File: config.mk
export PLATFORM = sky130hd
export DESIGN_NAME = indexed_list_insert_delete
export DESIGN_NICKNAME = d
export VERILOG_FILES = /design/src/design/ilid_pkg.sv /design/src/design/ilid_ram.sv /design/src/design/ilid_ctrl.sv /design/src/design/ilid_dp.sv /design/src/design/indexed_list_insert_delete.sv
export VERILOG_INCLUDE_DIRS = /design/src /design/src/design
export SDC_FILE = /design/constraint.sdc
export NUM_CORES = 1
export LEC_CHECK = 0
export BUFFER_PORTS_ARGS = -buffer_cell sky130_fd_sc_hd__buf_2
export CORE_MARGIN = 2
export CORE_UTILIZATION = 30
export DETAILED_ROUTE_END_ITERATION = 10
export REMOVE_ABC_BUFFERS = 1
export SKIP_CTS_REPAIR_TIMING = 1
export SLEW_MARGIN = 20
export SYNTH_ARGS = -nofsm -noshare
export SYNTH_HDL_FRONTEND = slang
export SYNTH_SLANG_ARGS = --single-unit
File: constraint.sdc
create_clock -name clk -period 10.45 [get_ports clk]
set_input_delay 2.09 -clock clk [delete_from_list [all_inputs] [get_ports clk]]
set_output_delay 2.09 -clock clk [all_outputs]
set_load 0.005 [all_outputs]
File: src/design/indexed_list_insert_delete_defines.svh
// Assertion macros used by the list datapath.
`ifndef INDEXED_LIST_INSERT_DELETE_DEFINES_SVH
`define INDEXED_LIST_INSERT_DELETE_DEFINES_SVH
`ifndef SYNTH
// Checked on every clock edge outside reset.
`define ILID_ASSERT(label, prop, msg) \
    label: assert property (@(posedge clk) disable iff (!rst_n) prop) else $error(msg);
// Checked on every clock edge, reset included.
`define ILID_ASSERT_ALWAYS(label, prop, msg) \
    label: assert property (@(posedge clk) prop) else $error(msg);
`else
`define ILID_ASSERT(label, prop, msg)
`define ILID_ASSERT_ALWAYS(label, prop, msg)
`endif
`endif

File: src/design/ilid_pkg.sv
package ilid_pkg;

    // List capacity and derived widths.
    localparam int DEPTH = 16;
    localparam int IDX_W = $clog2(DEPTH);
    localparam int CNT_W = $clog2(DEPTH + 1);

    // Fixed field widths.
    localparam int FUNC_W   = 2;
    localparam int POS_W    = 5;
    localparam int DATA_W   = 32;
    localparam int STATUS_W = 2;
    localparam int COUNT_W  = 5;

    // Width used to compare positions against the count.
    localparam int CMP_W = (CNT_W > POS_W) ? CNT_W : POS_W;

    // Operation codes.
    localparam logic [FUNC_W-1:0] FN_INSERT = 2'd0;
    localparam logic [FUNC_W-1:0] FN_DELETE = 2'd1;
    localparam logic [FUNC_W-1:0] FN_FIND   = 2'd2;

    // Status codes.
    localparam logic [STATUS_W-1:0] ST_OK    = 2'd0;
    localparam logic [STATUS_W-1:0] ST_INDEX = 2'd1;
    localparam logic [STATUS_W-1:0] ST_FULL  = 2'd2;

    // Commands from the controller to the datapath.
    typedef struct packed {
        logic load;
        logic read;
        logic step;
        logic put;
        logic commit;
        logic capture;
        logic finish;
    } cmd_t;

    // Status from the datapath to the controller.
    typedef struct packed {
        logic err;
        logic op_delete;
        logic op_find;
        logic more;
        logic out_busy;
    } stat_t;

endpackage

File: src/design/ilid_ram.sv
module ilid_ram #(
    parameter int WIDTH = 32,
    parameter int DEPTH = 16
) (
    input  logic                     clk,
    input  logic                     we,
    input  logic [$clog2(DEPTH)-1:0] waddr,
    input  logic [WIDTH-1:0]         wdata,
    input  logic                     re,
    input  logic [$clog2(DEPTH)-1:0] raddr,
    output logic [WIDTH-1:0]         rdata
);

    logic [WIDTH-1:0] mem [DEPTH];
    logic [WIDTH-1:0] rdata_reg;

    // One write port and one registered read port.
    always_ff @(posedge clk)
    begin
        if (we)
        begin
            mem[waddr] <= wdata;
        end
        if (re)
        begin
            rdata_reg <= mem[raddr];
        end
    end

    assign rdata = rdata_reg;

endmodule

File: src/design/ilid_ctrl.sv
module ilid_ctrl (
    input  logic           clk,
    input  logic           rst_n,
    input  logic           in_valid,
    output logic           in_stall,
    input  ilid_pkg::stat_t st,
    output ilid_pkg::cmd_t  cmd
);

    import ilid_pkg::*;

    localparam logic [2:0] S_IDLE     = 3'd0;
    localparam logic [2:0] S_CHECK    = 3'd1;
    localparam logic [2:0] S_MOVE     = 3'd2;
    localparam logic [2:0] S_PUT      = 3'd3;
    localparam logic [2:0] S_FIND_CAP = 3'd4;
    localparam logic [2:0] S_FINISH   = 3'd5;

    logic [2:0] state_reg;
    logic [2:0] state_next;

    // A new request is taken only between operations.
    assign in_stall = (state_reg != S_IDLE);

    // Next state and commands.
    always_comb
    begin
        state_next = state_reg;
        cmd        = '0;
        case (state_reg)
            S_IDLE:
            begin
                if (in_valid)
                begin
                    cmd.load   = 1'b1;
                    state_next = S_CHECK;
                end
            end
            S_CHECK:
            begin
                if (st.err)
                begin
                    state_next = S_FINISH;
                end
                else if (st.op_find)
                begin
                    cmd.read   = 1'b1;
                    state_next = S_FIND_CAP;
                end
                else
                begin
                    state_next = S_MOVE;
                end
            end
            S_MOVE:
            begin
                if (st.more)
                begin
                    cmd.step = 1'b1;
                end
                else if (st.op_delete)
                begin
                    cmd.commit = 1'b1;
                    state_next = S_FINISH;
                end
                else
                begin
                    state_next = S_PUT;
                end
            end
            S_PUT:
            begin
                cmd.put    = 1'b1;
                state_next = S_FINISH;
            end
            S_FIND_CAP:
            begin
                cmd.capture = 1'b1;
                state_next  = S_FINISH;
            end
            S_FINISH:
            begin
                if (!st.out_busy)
                begin
                    cmd.finish = 1'b1;
                    state_next = S_IDLE;
                end
            end
            default:
            begin
                state_next = S_IDLE;
            end
        endcase
    end

    // State register.
    always_ff @(posedge clk or negedge rst_n)
    begin
        if (!rst_n)
        begin
            state_reg <= S_IDLE;
        end
        else
        begin
            state_reg <= state_next;
        end
    end

endmodule

File: src/design/ilid_dp.sv
`include "indexed_list_insert_delete_defines.svh"

module ilid_dp (
    input  logic                                clk,
    input  logic                                rst_n,
    input  ilid_pkg::cmd_t                      cmd,
    output ilid_pkg::stat_t                     st,
    input  logic [ilid_pkg::FUNC_W-1:0]         func,
    input  logic [ilid_pkg::POS_W-1:0]          position,
    input  logic signed [ilid_pkg::DATA_W-1:0]  value,
    output logic                                out_valid,
    input  logic                                out_stall,
    output logic [ilid_pkg::STATUS_W-1:0]       status,
    output logic signed [ilid_pkg::DATA_W-1:0]  read_value,
    output logic [ilid_pkg::COUNT_W-1:0]        count
);

    import ilid_pkg::*;

    // Request registers.
    logic [FUNC_W-1:0]   func_reg;
    logic [CMP_W-1:0]    pos_reg;
    logic [DATA_W-1:0]   val_reg;
    logic [STATUS_W-1:0] status_reg;
    logic [STATUS_W-1:0] status_next;
    logic [CMP_W-1:0]    ptr_reg;
    logic [CMP_W-1:0]    ptr_next;
    logic [DATA_W-1:0]   find_reg;

    // List state.
    logic [CNT_W-1:0]    used_reg;
    logic [CNT_W-1:0]    used_next;

    // Pending move write.
    logic                wr_pend_reg;
    logic [IDX_W-1:0]    wr_addr_reg;

    // Result registers.
    logic                out_valid_reg;
    logic [STATUS_W-1:0] out_status_reg;
    logic [DATA_W-1:0]   out_rd_reg;
    logic [COUNT_W-1:0]  out_count_reg;

    // Memory ports.
    logic                ram_we;
    logic [IDX_W-1:0]    ram_waddr;
    logic [DATA_W-1:0]   ram_wdata;
    logic                ram_re;
    logic [IDX_W-1:0]    ram_raddr;
    logic [DATA_W-1:0]   ram_rdata;

    logic [CMP_W-1:0]    pos_in_ext;
    logic [CMP_W-1:0]    used_ext;
    logic                is_insert;

    assign pos_in_ext = CMP_W'(position);
    assign used_ext   = CMP_W'(used_reg);
    assign is_insert  = (func_reg == FN_INSERT);

    // Range and capacity checks on the incoming request.
    always_comb
    begin
        status_next = ST_OK;
        case (func)
            FN_INSERT:
            begin
                if (pos_in_ext > used_ext)
                begin
                    status_next = ST_INDEX;
                end
                else if (used_reg == CNT_W'(DEPTH))
                begin
                    status_next = ST_FULL;
                end
            end
            FN_DELETE, FN_FIND:
            begin
                if (pos_in_ext >= used_ext)
                begin
                    status_next = ST_INDEX;
                end
            end
            default:
            begin
                status_next = ST_INDEX;
            end
        endcase
    end

    // Status toward the controller.
    always_comb
    begin
        st.err       = (status_reg != ST_OK);
        st.op_delete = (func_reg == FN_DELETE);
        st.op_find   = (func_reg == FN_FIND);
        st.more      = is_insert ? (ptr_reg > pos_reg)
                                 : ((ptr_reg + CMP_W'(1)) < used_ext);
        st.out_busy  = out_valid_reg && out_stall;
    end

    // Move pointer: walks down for an insert and up for a delete.
    always_comb
    begin
        ptr_next = ptr_reg;
        if (cmd.load)
        begin
            ptr_next = (func == FN_INSERT) ? used_ext : pos_in_ext;
        end
        else if (cmd.step)
        begin
            ptr_next = is_insert ? (ptr_reg - CMP_W'(1)) : (ptr_reg + CMP_W'(1));
        end
    end

    // Memory read and write selection.
    always_comb
    begin
        ram_re    = cmd.read || cmd.step;
        ram_raddr = pos_reg[IDX_W-1:0];
        if (cmd.step)
        begin
            ram_raddr = is_insert ? ptr_next[IDX_W-1:0] : ptr_next[IDX_W-1:0];
        end
        ram_we    = wr_pend_reg || cmd.put;
        ram_waddr = wr_pend_reg ? wr_addr_reg : pos_reg[IDX_W-1:0];
        ram_wdata = wr_pend_reg ? ram_rdata : val_reg;
    end

    // Count update.
    always_comb
    begin
        used_next = used_reg;
        if (cmd.put)
        begin
            used_next = used_reg + CNT_W'(1);
        end
        else if (cmd.commit)
        begin
            used_next = used_reg - CNT_W'(1);
        end
    end

    ilid_ram #(
        .WIDTH (DATA_W),
        .DEPTH (DEPTH)
    ) u_ram (
        .clk   (clk),
        .we    (ram_we),
        .waddr (ram_waddr),
        .wdata (ram_wdata),
        .re    (ram_re),
        .raddr (ram_raddr),
        .rdata (ram_rdata)
    );

    // Control registers.
    always_ff @(posedge clk or negedge rst_n)
    begin
        if (!rst_n)
        begin
            used_reg      <= '0;
            wr_pend_reg   <= 1'b0;
            out_valid_reg <= 1'b0;
        end
        else
        begin
            used_reg    <= used_next;
            wr_pend_reg <= cmd.step;
            if (cmd.finish)
            begin
                out_valid_reg <= 1'b1;
            end
            else if (out_valid_reg && !out_stall)
            begin
                out_valid_reg <= 1'b0;
            end
        end
    end

    // Payload registers.
    always_ff @(posedge clk)
    begin
        ptr_reg <= ptr_next;
        if (cmd.step)
        begin
            wr_addr_reg <= ptr_reg[IDX_W-1:0];
        end
        if (cmd.load)
        begin
            func_reg   <= func;
            pos_reg    <= pos_in_ext;
            val_reg    <= DATA_W'(value);
            status_reg <= status_next;
            find_reg   <= '0;
        end
        else if (cmd.capture)
        begin
            find_reg <= ram_rdata;
        end
        if (cmd.finish)
        begin
            out_status_reg <= status_reg;
            out_rd_reg     <= find_reg;
            out_count_reg  <= used_ext[COUNT_W-1:0];
        end
    end

    assign out_valid  = out_valid_reg;
    assign status     = out_status_reg;
    assign read_value = DATA_W'(out_rd_reg);
    assign count      = out_count_reg;

    `ILID_ASSERT(a_used_bound, used_reg <= CNT_W'(DEPTH), "count exceeds capacity")
    `ILID_ASSERT(a_one_write, !(wr_pend_reg && cmd.put), "move write collides with value write")
    `ILID_ASSERT(a_used_step, (used_reg != $past(used_reg)) |-> ((used_reg == $past(used_reg) + CNT_W'(1)) || (used_reg + CNT_W'(1) == $past(used_reg))), "count moved by more than one")
    `ILID_ASSERT(a_rd_zero, (out_valid_reg && (out_status_reg != ST_OK)) |-> (out_rd_reg == '0), "failed request returns a value")

endmodule

File: src/design/indexed_list_insert_delete.sv
// A rejected request goes straight from the check to the finish, a find reads and captures
// one entry, and an insert at position 0 of a list one short of full shifts the most entries.
// One entry moves per cycle through the list memory during an insert or delete. The block
// takes a new request in the cycle after the result is loaded; a result still held by
// out_stall delays the next one's finish.
// Reset clears the count and the handshake state; list memory is not cleared.
module indexed_list_insert_delete (
    input  logic                                clk,
    input  logic                                rst_n,
    input  logic                                in_valid,
    output logic                                in_stall,
    input  logic [ilid_pkg::FUNC_W-1:0]         func,
    input  logic [ilid_pkg::POS_W-1:0]          position,
    input  logic signed [ilid_pkg::DATA_W-1:0]  value,
    output logic                                out_valid,
    input  logic                                out_stall,
    output logic [ilid_pkg::STATUS_W-1:0]       status,
    output logic signed [ilid_pkg::DATA_W-1:0]  read_value,
    output logic [ilid_pkg::COUNT_W-1:0]        count
);

    import ilid_pkg::*;

    cmd_t  cmd;
    stat_t st;

    // Sequencer for each request.
    ilid_ctrl u_ctrl (
        .clk      (clk),
        .rst_n    (rst_n),
        .in_valid (in_valid),
        .in_stall (in_stall),
        .st       (st),
        .cmd      (cmd)
    );

    // List storage, count and result registers.
    ilid_dp u_dp (
        .clk        (clk),
        .rst_n      (rst_n),
        .cmd        (cmd),
        .st         (st),
        .func       (func),
        .position   (position),
        .value      (value),
        .out_valid  (out_valid),
        .out_stall  (out_stall),
        .status     (status),
        .read_value (read_value),
        .count      (count)
    );

endmodule

=== After elaboration in Yosys (flattened, before gate mapping) ===
Memory sizes are Yosys's and may differ from the RTL's. A register that Yosys moved wholly into a read port is not among the register bits.
Index checks and enable logic that the tools add are counted.

* $add $sub $neg: 4
* Magnitude comparators: 4
* Eq/ne operators: 13
* Multiplexer cells: 39
* Reductions and logical operators: 16

{| class="wikitable"
|+ Operator list
! cell !! number
|-
| $mux W32 || 1
|-
| $mux W5 || 6
|-
| $mux W1 || 20
|-
| $mux W3 || 6
|-
| $pmux W3 S5 || 1
|-
| $add A5 B1 Y5 const B || 2
|-
| $gt A5 B5 Y1 || 2
|-
| $sub A5 B1 Y5 const B || 2
|-
| $mux W4 || 2
|-
| $reduce_bool A2 Y1 || 4
|-
| $eq A3 B2 Y1 const B || 2
|-
| $eq A3 B3 Y1 const B || 2
|-
| $ne A2 B2 Y1 const B || 3
|-
| $eq A5 B5 Y1 const B || 1
|-
| $ge A5 B5 Y1 || 1
|-
| $lt A5 B5 Y1 || 1
|-
| $eq A2 B1 Y1 const B || 2
|-
| $eq A2 B2 Y1 const B || 2
|-
| $logic_not A2 Y1 || 2
|-
| $mux W2 || 2
|-
| $pmux W2 S2 || 1
|-
| $reduce_or A2 Y1 || 2
|-
| $eq A3 B1 Y1 const B || 1
|-
| $logic_not A3 Y1 || 1
|-
| other kinds (5) || 7
|}

* Register bits: 131
* Bits in writable memories: 512
* Input port bits: 43
* Output and inout port bits: 41
* Word-level logic and storage cells: 92
* Memories: 1

{| class="wikitable"
|+ Memory list
! name !! depth !! width !! read ports !! clocked after memory_dff !! write ports !! line !! source
|-
| u_dp.u_ram.mem || 16 || 32 || 1 || 1 || 1 || ilid_ram.sv:14 || <nowiki>logic [WIDTH-1:0] mem [DEPTH];</nowiki>
|}

=== Depth between registers and ports, before layout ===
Gate-level depths: netlist of run 1.

* Depth in word-level cells: 8
* Depth in mapped cells: 13
* Depth with buffers taken out: 11

=== Modules after synthesis ===
A second synthesis of run 1 with hierarchy kept.

* Cells, all modules: 1,242
* Area, all modules: 25,756.0 µm²

{| class="wikitable"
|+ Modules (own cells, without submodules)
! module !! instances !! cells each !! area an instance (µm²)
|-
| ilid_ram || 1 || 838 || 20,155.6
|-
| ilid_dp || 1 || 374 || 5,335.1
|-
| ilid_ctrl || 1 || 30 || 265.3
|}

=== Worst setup path before layout of run 1 ===
OpenSTA, ideal clock, no wires.

* Path kind: input port to flip-flop
* From: input in_valid
* To: register u_dp.func_reg[0] (enable)
* Library setup time: 0.421 ns
* Arrival time: 4.540 ns
* Data required time: 10.029 ns
* Slack: 5.488 ns
* Cell stages on the path: 5
* Cell sequence: or4b_2 clkbuf_1 inv_1 clkbuf_1 clkbuf_1

{| class="wikitable"
|+ RTL lines
! item !! line !! source
|-
| start: declaration || indexed_list_insert_delete.sv:10 || <nowiki>input logic in_valid,</nowiki>
|-
| end signal: assignment || ilid_dp.sv:190 || <nowiki>func_reg <= func;</nowiki>
|-
| end: declaration || ilid_dp.sv:21 || <nowiki>logic [FUNC_W-1:0] func_reg;</nowiki>
|}

=== Worst setup path in the final report of run 1 ===
* From: register u_dp.ptr_reg[1]
* To: register u_dp.u_ram.rdata_reg[28] (netlist: u_dp.u_ram.rdata[28]), read port of u_dp.u_ram.mem (data pin)

* Word-level cells in the longest chain between the ends: 8
* Elaborated cells on any way between the ends: 12

{| class="wikitable"
|+ RTL lines
! item !! line !! source
|-
| start: declaration || ilid_dp.sv:26 || <nowiki>logic [CMP_W-1:0] ptr_reg;</nowiki>
|-
| start signal: assignment || ilid_dp.sv:183 || <nowiki>ptr_reg <= ptr_next;</nowiki>
|-
| $add A5 B1 Y5 || ilid_dp.sv:97, ilid_dp.sv:111 ||
|-
| $lt A5 B5 Y1 || ilid_dp.sv:97 || <nowiki>: ((ptr_reg + CMP_W'(1)) < used_ext);</nowiki>
|-
| $mux W1 || ilid_dp.sv:96 || <nowiki>st.more = is_insert ? (ptr_reg > pos_reg)</nowiki>
|-
| $mux W1 || ilid_ctrl.sv:57 || <nowiki>if (st.more)</nowiki>
|-
| $mux W1 || ilid_ctrl.sv:30 || <nowiki>case (state_reg)</nowiki>
|-
| $mux W5 || ilid_dp.sv:109 || <nowiki>else if (cmd.step)</nowiki>
|-
| $mux W5 || ilid_dp.sv:105 || <nowiki>if (cmd.load)</nowiki>
|-
| $mux W4 || ilid_dp.sv:120 || <nowiki>if (cmd.step)</nowiki>
|-
| end: declaration || ilid_ram.sv:15 || <nowiki>logic [WIDTH-1:0] rdata_reg;</nowiki>
|}

Parallel ways exist; a longest one is shown, timed or not. The select of a mux whose other input is x is not followed.
A chain may end at the register's enable or synchronous reset.

==> results of run 1 <==
worst reg2reg max path: cells and delay by family (launching register included):
kind	cells	cell delay, ns
compound gates	4	1.14
mux	2	1.03
buf+inv	1	0.90
simple gates	2	0.63
fa+ha+maj	2	0.57
flops	1	0.49
xor+xnor	1	0.25
power breakdown:
group / internal, mW / switching, mW
registers: 3.29 / 0.134
logic: 0.419 / 0.739
clock network: 1.49 / 1.01
metrics by stage:
stage / setup TNS [ns] / instances / hold WS (ns) / cell area [um^2]
after floorplan: -383.62 / 1437 / 0.4081 / 25650
after global placement: 0 / 2705 / 0.4157 / 27910
after detailed placement: 0 / 2705 / 0.4147 / 27910
after CTS: 0 / 2832 / 0.4288 / 30230
after global routing: 0 / 2832 / 0.4326 / 30230
final: 0 / 2832 / 0.4267 / 30230
metal layers:
metal,GRT usage [%],vias up,part of all wire [%],routed length [um]
met4,3.865,0,2.0,1272
met5,0,-,0,0
met1,19.24,7056,45,28120
li1,-,6177,-,-
met2,21.43,463,46,28850
met3,2.559,95,6.4,3953
final cells by class:
type | count | area [um^2]
fillers | 7994 | 56120
clock buffers | 91 | 1902
repair buffers | 113 | 653.1
clock inverters | 36 | 410.4
flip-flops and latches | 675 | 19860
multi-input cells | 744 | 5883
inverters | 18 | 70.07
well taps | 1155 | 1445
worst paths after layout:
| check | start | endpoint | slack [ns] | depth (start not counted) |
|---|---|---|---|---|
| worst max-delay path | u_dp.ptr_reg[1]$_DFF_P_ | u_dp.u_ram.rdata[28]$_DFFE_PP_ | 5.18 | 12 |
| worst min-delay path | u_dp.find_reg[6]$_SDFFE_PP0N_ | u_dp.read_value[6]$_DFFE_PP_ | 0.43 | 0 |
| worst max register to register | u_dp.ptr_reg[1]$_DFF_P_ | u_dp.u_ram.rdata[28]$_DFFE_PP_ | 5.18 | 12 |
| worst min register to register | u_dp.find_reg[6]$_SDFFE_PP0N_ | u_dp.read_value[6]$_DFFE_PP_ | 0.43 | 0 |
| max in group asynchronous | rst_n | u_dp.wr_pend_reg$_DFF_PN0_ | 8.85 | 1 |
| min in group asynchronous | rst_n | u_dp.used_ext[4]$_DFFE_PN0P_ | 1.35 | 1 |
cell usage in the layout, fill, tap and decap left out, types with 15 or more instances in the layout:
master / Yosys / layout
a21oi_1: 47 / 46
buf_2: 28 / 83
buf_4: 15 / 29
clkbuf_1: 23 / 15
clkbuf_16: 0 / 71
clkinv_2: 0 / 17
dfxtp_1: 36 / 36
edfxtp_1: 629 / 629
ha_1: 21 / 21
inv_1: 18 / 17
mux2_2: 33 / 33
mux2i_1: 268 / 267
nand2_1: 93 / 93
nor2_1: 31 / 15
nor2_4: 0 / 16
o22ai_1: 129 / 129
or4_1: 32 / 32
cell families (layout without fill, tap and decap cells):
family,Yosys count,count (layout),synth area share (%)
DFF,675,675,76.29
muxes,302,302,11.79
adders and majority gates,22,22,1.086
AOI/OAI and AO/OA,212,212,5.013
xor gates and xnor gates,12,12,0.4037
and+or+nand+nor,196,196,3.701
buffers and inverters,95,258,1.721
==> impl_metrics.json, run 1 <==
{
  "status": "finished clean",
  "root_buffer": "clkbuf_16",
  "finClkSkew_ns": 0.02201,
  "grt_setup_unrepaired": "no",
  "path_cells": "ha_1 > nand3_1 > xnor2_1 > ha_1 > a21oi_1 > o21ai_1 > a21oi_4 > mux2i_4 > buf_4 > mux2i_1 > o22ai_1 > or4_1",
  "period_needed_ns": 5.266,
  "cellLeakagePower_nw": 10.46,
  "gp_congestion": 0.7809,
  "critPathLaunchType": "flop",
  "grt_pass1_wl_mm": 90.12,
  "grt_pass1_vias": 13590,
  "p_total_mw": 7.083,
  "drt-initial-drc-count": 1375,
  "wl_mm": 62.20,
  "cp_max_fo": 63,
  "dpl.hpwl_mm": 31.69,
  "ctsLongestPathBuffers": 3,
  "row_count": 108,
  "top_register": "u_dp.u_ram.mem",
  "grt_overflow": 0,
  "synth_seq_area_share_pct": 76.29,
  "hold_violations": 0,
  "arrival_ns": 5.60,
  "postRouteAntennaNets": 0,
  "cts_inserted_buffers": 70,
  "syn_inst": 1514,
  "synth_area_leaders": "edfxtp_1 (73%), mux2i_1 (10%), o22ai_1 (3.1%)",
  "async_flop_share_pct": 1.481,
  "antenna_found_initial": 0,
  "drc": 0,
  "critPathKind": "flop to flop",
  "grtUsageTotal_pct": 13.62,
  "crit_path_max_incr_delay_ns": 0.90,
  "synth_edf_count": 629,
  "synth_seq_cells": 675,
  "syn_avg_cell_area_um2": 17.19,
  "first_pass_iters": 5,
  "max_cap_viol_count": 0,
  "setup_ws_ns": 5.184,
  "vias": 13790,
  "area_delta_synth_final_pct": 16.11,
  "cp_num_buf_inv": 1,
  "min_period_over_period_pct": 50.39,
  "synth_most_common_cell": "edfxtp_1",
  "synthTopCellsByCount": "edfxtp_1 (629), mux2i_1 (268), o22ai_1 (129), nand2_1 (93), a21oi_1 (47)",
  "power_density_nw_per_um2": 234.3,
  "finalCoreUtilization_pct": 35.01,
  "port_buffers": 83,
  "worst_path_max_delay_cell": "buf_4",
  "start_util_pct": 30.15,
  "setup_viol": 0,
  "synthesis.area_um2": 26030,
  "clkLatencyLatePin_ns": 0.60,
  "vdd_drop_max_v": 0.0001620,
  "core-area_um2": 86350,
  "n_antenna_cell": 0,
  "crit_required_ns": 10.78,
  "synthFlopType": "edfxtp_1",
  "yosys_warnings": 0,
  "wl_per_cell_um": 21.96,
  "crit_top_cell": "ha_1",
  "die_h_um": 298.6,
  "hold_class": "flop to flop",
  "htreeDepth": 3,
  "synth.distinct_cells": 52,
  "cpLargestDelayFamily": "compound AO/OA/AOI/OAI gates",
  "pre_cts_slack_ns": 4.951,
  "fp.dieArea_um2": 89150,
  "synth_top_area_cell": "edfxtp_1",
  "io_pins": 84,
  "grt_max_degree": 128,
  "nNetsFinal": 1687,
  "endpoint_kind": "flop",
  "synth_top_area_share_pct": 72.56,
  "max_freq_ghz": 0.1899,
  "final-max-slew-violation-count": 0,
  "final_layout_size_suffix_gt1_share_pct": 16.76,
  "cts_tree": "yes",
  "largest_reg_flops": 512,
  "die_x_um": 298.6,
  "clk_pin_slew_ns": 0.06,
  "worstMarginPinSlew_ns": 1.104,
  "relSlewSlack_pct": 26.03,
  "vias_per_cell": 4.870,
  "clock-sinks": 675
}
Power figures use the tool's default switching activity.
==> inputs of run 2 (changes only) <==
==> constraint.sdc (replaced) <==
create_clock -name clk -period 5 [get_ports clk]
set_input_delay 1 -clock clk [delete_from_list [all_inputs] [get_ports clk]]
set_output_delay 1 -clock clk [all_outputs]
set_load 0.005 [all_outputs]
==> impl_metrics.json, run 2 (synthesis gave the netlist of run 1 again) <==
{
  "status": "finished clean",
  "die_h_um": 298.6,
  "cellLeakagePower_nw": 10.43,
  "pwr-share-seq_pct": 49.3,
  "clkLatencyLatePin_ns": 0.60,
  "first_pass_iters": 7,
  "drt-initial-drc-count": 1312,
  "netSwitchingFraction_pct": 27.16,
  "path_cells": "ha_1 > nand3_1 > xnor2_1 > ha_1 > a21oi_1 > o21ai_1 > a21oi_4 > mux2i_4 > buf_12 > mux2i_1 > o22ai_1 > or4_1",
  "arrival_ns": 4.53,
  "critPathKind": "flop to flop",
  "start_util_pct": 30.15,
  "grt_pass1_vias": 13780,
  "gp_congestion": 0.7652,
  "grt_overflow": 0,
  "crit_required_ns": 5.34,
  "dp_cells": 2713,
  "drc": 0,
  "relSlewSlack_pct": 27.85,
  "wl_mm": 63.01,
  "antenna_found_initial": 1,
  "ctsLongestPathBuffers": 3,
  "regToRegSetupSlack_ns": 0.81,
  "cts_inserted_buffers": 71,
  "final_common_cell": "edfxtp_1",
  "max_freq_ghz": 0.2386,
  "combPwrFrac_pct": 17.0,
  "vias_per_cell": 4.888,
  "vdd_drop_max_v": 0.0002806,
  "min_period_over_period_pct": 83.82,
  "crit_top_cell": "ha_1",
  "critPathLaunchType": "flop",
  "fp.dieArea_um2": 89150,
  "period_needed_ns": 4.191,
  "port_buffers": 83,
  "endpoint_kind": "flop",
  "area_delta_synth_final_pct": 16.00,
  "vias": 13890,
  "cp_max_fo": 72,
  "grt_pass1_wl_mm": 91.47,
  "power_density_nw_per_um2": 480.3,
  "core-area_um2": 86350,
  "final_layout_size_suffix_gt1_share_pct": 16.20,
  "io_pins": 84,
  "final_cell_mix": "edfxtp_1 (629), mux2i_1 (267), o22ai_1 (129)",
  "pre_cts_slack_ns": 0.8786,
  "p_sw_mw": 3.938,
  "hold_violations": 0,
  "grt_max_degree": 73,
  "final-max-slew-violation-count": 0,
  "htreeDepth": 3,
  "cpLargestDelayFamily": "multiplexers",
  "crit_path_max_incr_delay_ns": 0.51,
  "row_count": 108,
  "top_register": "u_dp.u_ram.mem",
  "dpl.hpwl_mm": 33.91,
  "worstMarginPinSlew_ns": 1.077,
  "nNetsFinal": 1696,
  "grtUsageTotal_pct": 13.84,
  "largest_reg_flops": 512,
  "wl_per_cell_um": 22.18,
  "worst_path_max_delay_cell": "mux2i_4",
  "finalNonFillerCells": 2841,
  "root_buffer": "clkbuf_16",
  "clk_pin_slew_ns": 0.06,
  "hold_class": "input port to async pin",
  "setup_viol": 0,
  "clock-sinks": 675,
  "cts_tree": "yes",
  "internal-power_mw": 10.56,
  "grt_setup_unrepaired": "no",
  "max_cap_viol_count": 0,
  "finClkSkew_ns": 0.01952,
  "cp_num_buf_inv": 1,
  "die_x_um": 298.6,
  "p_clk_share_pct": 33.7,
  "postRouteAntennaNets": 0,
  "setup_ws_ns": 0.8089
}
[run 2: cell count changes in the layout (fill, tap and decap cells not counted), moves of 2 or more]
cell,delta
clkbuf_8,-3
clkinv_1,+14
buf_12,+7
clkinv_2,-9
clkbuf_1,+2
bufinv_16,-6
[run 2: power by group through the flow]
stage	Clock, mW	Combinational, mW	Sequential (mW)
2_1_floorplan	0	2.16	7.19
3_3_place_gp	0	2.43	7.27
3_5_place_dp	0	2.50	7.27
4_1_cts	4.98	2.50	7.16
5_1_grt	5.19	2.72	7.20
6_report	4.88	2.47	7.15
[run 2: worst paths after layout]
check                                                end  cells past startpoint                     startpoint
setup reg to reg           u_dp.u_ram.rdata[3]$_DFFE_PP_                     12        u_dp.ptr_reg[1]$_DFF_P_
min in group clk            u_dp.read_value[2]$_DFFE_PP_                      0  u_dp.find_reg[2]$_SDFFE_PP0N_
hold / removal              u_dp.used_ext[0]$_DFFE_PN0P_                      1                          rst_n
setup / recovery           u_dp.u_ram.rdata[3]$_DFFE_PP_                     12        u_dp.ptr_reg[1]$_DFF_P_
max in group asynchronous     u_dp.wr_pend_reg$_DFF_PN0_                      1                          rst_n
hold reg to reg             u_dp.read_value[2]$_DFFE_PP_                      0  u_dp.find_reg[2]$_SDFFE_PP0N_
[run 2: through the flow]
step	hold WS [ns]	setup TNS, ns	utilization [%]	cell area [um^2]	power (mW)
2_1_floorplan	0.4081	-558.02	-	25650	9.351
3_3_place_gp	0.4155	0	32.50	28060	9.700
3_5_place_dp	0.4180	0	32.50	28060	9.768
4_1_cts	0.2365	0	34.97	30190	14.65
5_1_grt	0.2537	0	34.97	30200	15.11
6_report	0.2597	0	34.97	30200	14.50
[run 2: cell type report]
| type | count | area, um^2 |
|---|---|---|
| clock buffers | 91 | 1893 |
| clock inverters | 36 | 237.7 |
| fillers | 8077 | 56150 |
| well taps | 1155 | 1445 |
| diodes | 1 | 2.502 |
| repair buffers | 121 | 800.8 |
| inverters | 18 | 70.07 |
| multi-input cells | 744 | 5886 |
| flip-flops and latches | 675 | 19860 |
[run 2: worst register-to-register path: cells and delay by family (launching register included)]
kind / cells / cell delay (ns)
muxes: 2 / 0.92
AOI/OAI and AO/OA: 4 / 0.68
and+or+nand+nor: 2 / 0.62
adders and majority gates: 2 / 0.56
DFF: 1 / 0.48
buffers and inverters: 1 / 0.44
xor gates and xnor gates: 1 / 0.22
[run 2: routing by layer]
metal  share of wire, %  GRT usage, %
met1                 44         18.58
met2                 48         22.82
met3                5.6         2.755
met4                2.2         3.912
met5                  0             0
